`src/design/imuct_pkg.sv`:
```
// ----------------------------------------------------------------------------
// imuct_pkg: shared definitions for the IMU complementary tilt filter
// Constants, register and operation codes, the arctangent table and the
// saturation helper used by the filter and its CORDIC unit.
// ----------------------------------------------------------------------------
`default_nettype none

package imuct_pkg;

  // Configuration register indexes
  localparam int unsigned CFG_IDX_W = 1;
  localparam logic [CFG_IDX_W-1:0] REG_BLEND_ALPHA = 1'd0;
  localparam logic [CFG_IDX_W-1:0] REG_ROLL_OFFSET = 1'd1;
  localparam int unsigned CFG_DATA_W = 19;

  // Sample kinds
  localparam logic OP_GYRO  = 1'b0;
  localparam logic OP_ACCEL = 1'b1;

  // Register reset values
  localparam logic [16:0]        ALPHA_RESET = 17'd655;
  localparam logic signed [18:0] ROFF_RESET  = -19'sd13726;

  // Fixed point constants
  localparam logic [16:0]        ONE_Q16   = 17'd65536;
  localparam logic signed [31:0] YAW_INIT  = 32'sd205881;
  localparam logic signed [35:0] PI_Q30    = 36'sd3373259426;
  localparam logic [63:0]        GYRO_CAP  = 64'd1099511627776;
  localparam logic [10:0]        DIV_K     = 11'd1000;

  // CORDIC configuration
  localparam int unsigned CORDIC_STEPS_DEF = 16;
  localparam int unsigned ATAN_IDX_W       = 5;

  // atan(2^-i) in Q2.30
  function automatic logic [29:0] atan_q30(input logic [ATAN_IDX_W-1:0] idx);
    logic [29:0] v;
    case (idx)
      5'd0:  v = 30'd843314857;
      5'd1:  v = 30'd497837829;
      5'd2:  v = 30'd263043836;
      5'd3:  v = 30'd133525158;
      5'd4:  v = 30'd67021686;
      5'd5:  v = 30'd33543515;
      5'd6:  v = 30'd16775850;
      5'd7:  v = 30'd8388437;
      5'd8:  v = 30'd4194282;
      5'd9:  v = 30'd2097149;
      5'd10: v = 30'd1048575;
      5'd11: v = 30'd524287;
      5'd12: v = 30'd262143;
      5'd13: v = 30'd131071;
      5'd14: v = 30'd65535;
      5'd15: v = 30'd32767;
      5'd16: v = 30'd16383;
      5'd17: v = 30'd8191;
      5'd18: v = 30'd4095;
      5'd19: v = 30'd2047;
      5'd20: v = 30'd1023;
      5'd21: v = 30'd511;
      5'd22: v = 30'd255;
      5'd23: v = 30'd127;
      5'd24: v = 30'd63;
      5'd25: v = 30'd31;
      5'd26: v = 30'd15;
      5'd27: v = 30'd8;
      5'd28: v = 30'd4;
      5'd29: v = 30'd2;
      5'd30: v = 30'd1;
      default: v = 30'd0;
    endcase
    return v;
  endfunction

  // Clamp a wide signed value to the 32 bit signed range
  function automatic logic signed [31:0] sat32(input logic signed [63:0] v);
    logic signed [31:0] r;
    if (v > 64'sd2147483647) begin
      r = 32'sh7fff_ffff;
    end else if (v < -64'sd2147483648) begin
      r = 32'sh8000_0000;
    end else begin
      r = v[31:0];
    end
    return r;
  endfunction

endpackage

`default_nettype wire

```
`src/design/imuct_cordic.sv`:
```
// ----------------------------------------------------------------------------
// imuct_cordic: iterative atan2 unit
// Folds the vector into the right half plane, normalizes it one bit per
// cycle, then runs one vectoring step per cycle and rounds to Q3.16.
// ----------------------------------------------------------------------------
`default_nettype none

module imuct_cordic #(
  parameter int unsigned STEPS = imuct_pkg::CORDIC_STEPS_DEF
) (
  input  wire logic               clk_i,
  input  wire logic               rst_ni,
  input  wire logic               start_i,
  input  wire logic signed [33:0] y_i,
  input  wire logic signed [33:0] x_i,
  output logic                    done_o,
  output logic signed [19:0]      angle_o
);

  localparam int unsigned IW = (STEPS > 1) ? $clog2(STEPS) : 1;
  localparam logic [IW-1:0] LAST_I = IW'(STEPS - 1);
  localparam logic [47:0] NORM_LIM = 48'd274877906944;
  localparam int unsigned ATAN_W = imuct_pkg::ATAN_IDX_W;

  localparam logic [1:0] C_IDLE = 2'd0;
  localparam logic [1:0] C_NORM = 2'd1;
  localparam logic [1:0] C_ITER = 2'd2;
  localparam logic [1:0] C_DONE = 2'd3;

  logic [1:0]         state_q, state_d;
  logic [IW-1:0]      i_q;
  logic signed [47:0] x_q, y_q;
  logic signed [35:0] z_q, off_q;

  logic signed [47:0] xs, ys, dx, dy;
  logic [47:0]        ay, mag;
  logic               norm_more, ypos;
  logic signed [35:0] atn, sum;

  // Magnitude test for normalization
  always_comb begin
    xs = {{14{x_i[33]}}, x_i};
    ys = {{14{y_i[33]}}, y_i};
    ay = y_q[47] ? 48'(-y_q) : 48'(y_q);
    mag = (48'(x_q) > ay) ? 48'(x_q) : ay;
    norm_more = (mag != 48'd0) && (mag < NORM_LIM);
    dx = x_q >>> i_q;
    dy = y_q >>> i_q;
    ypos = !y_q[47] && (y_q != 48'sd0);
    atn = $signed({6'd0, imuct_pkg::atan_q30(ATAN_W'(i_q))});
    sum = z_q + off_q + 36'sd8192;
  end

  // Sequencer
  always_comb begin
    state_d = state_q;
    case (state_q)
      C_IDLE: if (start_i) state_d = C_NORM;
      C_NORM: if (!norm_more) state_d = C_ITER;
      C_ITER: if (i_q == LAST_I) state_d = C_DONE;
      C_DONE: state_d = C_IDLE;
      default: state_d = C_IDLE;
    endcase
  end

  always_ff @(posedge clk_i or negedge rst_ni) begin
    if (!rst_ni) begin
      state_q <= C_IDLE;
      i_q     <= '0;
    end else begin
      state_q <= state_d;
      if (state_q == C_ITER) begin
        i_q <= i_q + IW'(1);
      end else begin
        i_q <= '0;
      end
    end
  end

  // Rotation datapath
  always_ff @(posedge clk_i) begin
    case (state_q)
      C_IDLE: begin
        z_q <= '0;
        if (x_i < 0) begin
          off_q <= (y_i >= 0) ? imuct_pkg::PI_Q30 : -imuct_pkg::PI_Q30;
          x_q   <= -xs;
          y_q   <= -ys;
        end else begin
          off_q <= '0;
          x_q   <= xs;
          y_q   <= ys;
        end
      end
      C_NORM: begin
        if (norm_more) begin
          x_q <= x_q <<< 1;
          y_q <= y_q <<< 1;
        end
      end
      C_ITER: begin
        if (ypos) begin
          x_q <= x_q + dy;
          y_q <= y_q - dx;
          z_q <= z_q + atn;
        end else begin
          x_q <= x_q - dy;
          y_q <= y_q + dx;
          z_q <= z_q - atn;
        end
      end
      default: begin
        x_q <= x_q;
      end
    endcase
  end

  assign done_o  = (state_q == C_DONE);
  assign angle_o = sum[33:14];

endmodule

`default_nettype wire

```
`config.mk`:
```
export PLATFORM = sky130hd
export DESIGN_NAME = imuct_cordic
export DESIGN_NICKNAME = d
export VERILOG_FILES = /design/src/design/imuct_pkg.sv /design/src/design/imuct_cordic.sv
export SDC_FILE = /design/constraint.sdc
export NUM_CORES = 1
export LEC_CHECK = 0
export BUFFER_PORTS_ARGS = -buffer_cell sky130_fd_sc_hd__buf_4
export CAP_MARGIN = 5
export CORE_AREA = 2 2 236 261
export CTS_BUF_LIST = sky130_fd_sc_hd__clkbuf_4 sky130_fd_sc_hd__clkbuf_8
export DETAILED_ROUTE_END_ITERATION = 10
export DIE_AREA = 0 0 238 263
export PLACE_DENSITY_LB_ADDON = 0.15
export SLEW_MARGIN = 5
export SYNTH_ARGS = -nofsm -noshare
export SYNTH_HDL_FRONTEND = slang
export SYNTH_SLANG_ARGS = --single-unit
```
`constraint.sdc`:
```
create_clock -name clk_i -period 11.2 [get_ports clk_i]
set_clock_uncertainty 0.2 [all_clocks]
set_input_delay 1.68 -clock clk_i [delete_from_list [all_inputs] [get_ports clk_i]]
set_output_delay 1.68 -clock clk_i [all_outputs]
set_load 0.005 [all_outputs]
```
==> metrics <==
via/cell ratio=6.63; number of antenna violations at the first check in global routing=1; status=finished clean; Setup CP Type=reg2reg; clk sinks=139; Post-DP HPWL=74.8 mm; initial core utilization=44.8%; CP max stage cell=a2111oi_0; total track usage=31.2%; TritonCTS clock tree=done; fraction of the mapped netlist area in adder cells=12.0%; Port Buffers=91; clock buffer depth=2; maximum capacitance violations=0; Post-Route WL=99.5 mm; Worst Path Required=11.31 ns; sequential fraction of the synthesis area=15.5%; ys async rst share=4.32%; Fin. Hold Viols=0; top cell family by delay on the critical path=compound AO/OA/AOI/OAI gates; CP Cell Sequence=or4_1 -> nor4_2 -> and3_1 -> nand3_1 -> or4_1 -> and2_4 -> inv_2 -> buf_4 -> nand2_1 -> o21ai_0 -> fa_1 -> nor2b_1 -> o21ai_0 -> a21oi_1 -> o211a_1 -> o21ai_0 -> a31oi_1 -> a2111oi_0 -> o21ai_0 -> a211oi_1 -> xor2_1 -> o21ai_0; Detail Route met2 WL=46.6 mm; post-route ant nets=0; Filler cells=5,902; P&R area growth vs syn=5.23%; largest family of logic cells by synthesized area=compound AO/OA/AOI/OAI gates; hold wc startpoint=state_q[1]$_DFFE_PN0P_; FF-to-FF Start=y_q[15]$_DFFE_PP_; met1 wire length=40.9 mm; Syn Inst Count=3,291; most common cell after layout, fill and taps aside=a21oi_1; compound-cell area share of the yosys netlist=24.7%; Die Span Y=263 um; DR iter-0 viols=2,293; Core ar.=0.0597 mm^2; Final setup viols=0; ant diodes=0; H-tree levels=4; share of cells above drive strength 1=11.6%; CP peak stage delay=1.10 ns; Wirelength per Cell=24.8 um; synthesized area per cell=8.14 um^2; CP most frequent cell=o21ai_0; # IOs=92; EDFF count, synth=133; Max Clock Freq=114 MHz; Cell Area, Synth=0.0268 mm^2; die width=238 um; Syn Nets=3,618; first-pass GRT wire length=152 mm; Tightest Hold Check Type=reg2reg; 1st-pass router iterations=9; routed length on met3=6.22 mm; Synth Area in XOR/XNOR=11.4%; Synth Area in Simple Gates=17.9%; Cell Area, Placed=0.0278 mm^2; clock insertion delay at the later pin of the skew report=0.60 ns; Seq cells post-synth=139; Worst Tran Pin Value=1.22 ns; final-report max-slew violation count=0; Post-CTS Setup Inserts=0; max layer used=met5; cts bufs inserted=17; Crit. End Element=flop; mux cell area share after synthesis=13.1%; Worst slew margin=16.7%; final instance area=0.0282 mm^2; TNS Setup=0 ns; crit share post-route=78.1%; nets@finish=3,555; Startpoint Class=flop; Residual DRC=0; Core Rows=94; die area=0.0626 mm^2; RSZ-0062 raised after global routing=false; crit path max fanout=34; Ys Warns=0; Finished Core Util=47.2%; crit path launch=y_q[15]$_DFFE_PP_; routed vias=26,590; post-cts sizing count=0; vias in the first global route=25,460; Hold Buf Count CTS=0; most frequent cells in the layout=a21oi_1, nand2_1, nor2_1, ha_1, o21ai_0; Final min period=8.75 ns; grt total ovfl=0; pin count of the biggest net entering global routing=77; Worst-path clk slew=0.10 ns; Yosys cell types=100; CTS Root Buffer Type=clkbuf_8; main flop type after synthesis=edfxtp_1; WP buf/inv=2; Routability Congestion=0.973; CP arrival=8.86 ns
==> final timing paths <==
path	endpoint	slack, ns	cells past startpoint
max	y_q[44]$_DFFE_PP_	2.45	22
max reg2reg	y_q[44]$_DFFE_PP_	2.45	22
min in group asynchronous	i_q[0]$_DFF_PN0_	0.69	1
min reg2reg	state_q[1]$_DFFE_PN0P_	0.41	1
max in group asynchronous	i_q[3]$_DFF_PN0_	9.93	1
min	state_q[1]$_DFFE_PN0P_	0.41	1
==> synth_stat cells (18+ instances only) <==
| master | n | area (um^2) |
|---|---|---|
| a21oi_1 | 308 | 1540 |
| nand2_1 | 287 | 1080 |
| nor2_1 | 259 | 972 |
| ha_1 | 253 | 3170 |
| o21ai_0 | 218 | 1090 |
| xnor2_1 | 192 | 1680 |
| xor2_1 | 156 | 1370 |
| edfxtp_1 | 133 | 3990 |
| clkbuf_1 | 119 | 447 |
| a21o_1 | 84 | 631 |
| inv_1 | 82 | 308 |
| mux2i_1 | 80 | 801 |
| mux4_2 | 74 | 1670 |
| mux2_2 | 66 | 743 |
| nor3_1 | 54 | 270 |
| nand3_1 | 53 | 265 |
| a221oi_1 | 45 | 394 |
| a31oi_1 | 45 | 282 |
| nor2b_1 | 41 | 257 |
| nand4_1 | 37 | 231 |
| and2_1 | 36 | 225 |
| o31ai_1 | 36 | 270 |
| and3_1 | 34 | 213 |
| buf_2 | 34 | 170 |
| nand2b_1 | 34 | 213 |
| buf_4 | 30 | 225 |
| buf_1 | 28 | 105 |
| o211ai_1 | 28 | 210 |
| nor4_1 | 26 | 163 |
| or3_1 | 26 | 163 |
| o21a_1 | 25 | 188 |
| a22oi_1 | 24 | 180 |
| a211oi_1 | 22 | 165 |
| o21bai_1 | 21 | 158 |
| or2_2 | 19 | 119 |
| a21boi_0 | 18 | 135 |
| or4_1 | 18 | 135 |
==> final cells by class <==
cell class,count,area (um^2),area share (%)
clock inverters,12,188,0.666
inverters,85,319,1.13
flip-flops and latches,139,4160,14.8
repair buffers,145,1100,3.91
multi-input cells,2840,21200,75.3
clock buffers,19,249,0.883
well taps,768,961,3.41
==> kinds of logic (layout without fill, tap and decap cells) <==
group           after synthesis  after routing
compound gates             1027           1027
xor+xnor                    348            348
fa+ha+maj                   256            256
buf+inv                     312            261
flops                       139            139
mux                         233            233
simple gates                976            976
==> metal layers <==
layer / vias up / global-route usage (%)
li1: 12296 / -
met1: 12840 / 39.2
met2: 1158 / 52.1
met3: 294 / 4.32
met4: 2 / 15.7
met5: - / 0
==> worst reg2reg max path: stages (launching register included) <==
cell	delay, ns
edfxtp_1	0.60
or4_1	0.72
nor4_2	0.70
and3_1	0.40
nand3_1	0.14
or4_1	0.46
and2_4	0.19
inv_2	0.34
buf_4	0.56
nand2_1	0.10
o21ai_0	0.17
fa_1	0.30
nor2b_1	0.06
o21ai_0	0.21
a21oi_1	0.15
o211a_1	0.28
o21ai_0	0.41
a31oi_1	0.33
a2111oi_0	1.10
o21ai_0	0.47
a211oi_1	0.36
xor2_1	0.16
o21ai_0	0.08
==> through the flow <==
stage | hold WS, ns | cells | worst slack [ns]
floorplan | 0.333 | 3291 | 2.04
global placement | 0.352 | 3977 | 3.23
detailed placement | 0.369 | 3977 | 2.93
CTS | 0.390 | 4008 | 2.88
global route | 0.435 | 4008 | 2.28
finish | 0.405 | 4008 | 2.45
==> state kept, by name, indices dropped and copies added (netlist names) <==
register and cells:
y_q 48, state_q 2, z_q 34, x_q 48, off_q 3, i_q 4
Power is left out: the tool's default activity adds up to more than one toggle a clock period on the data nets, which glitch-free logic cannot reach.
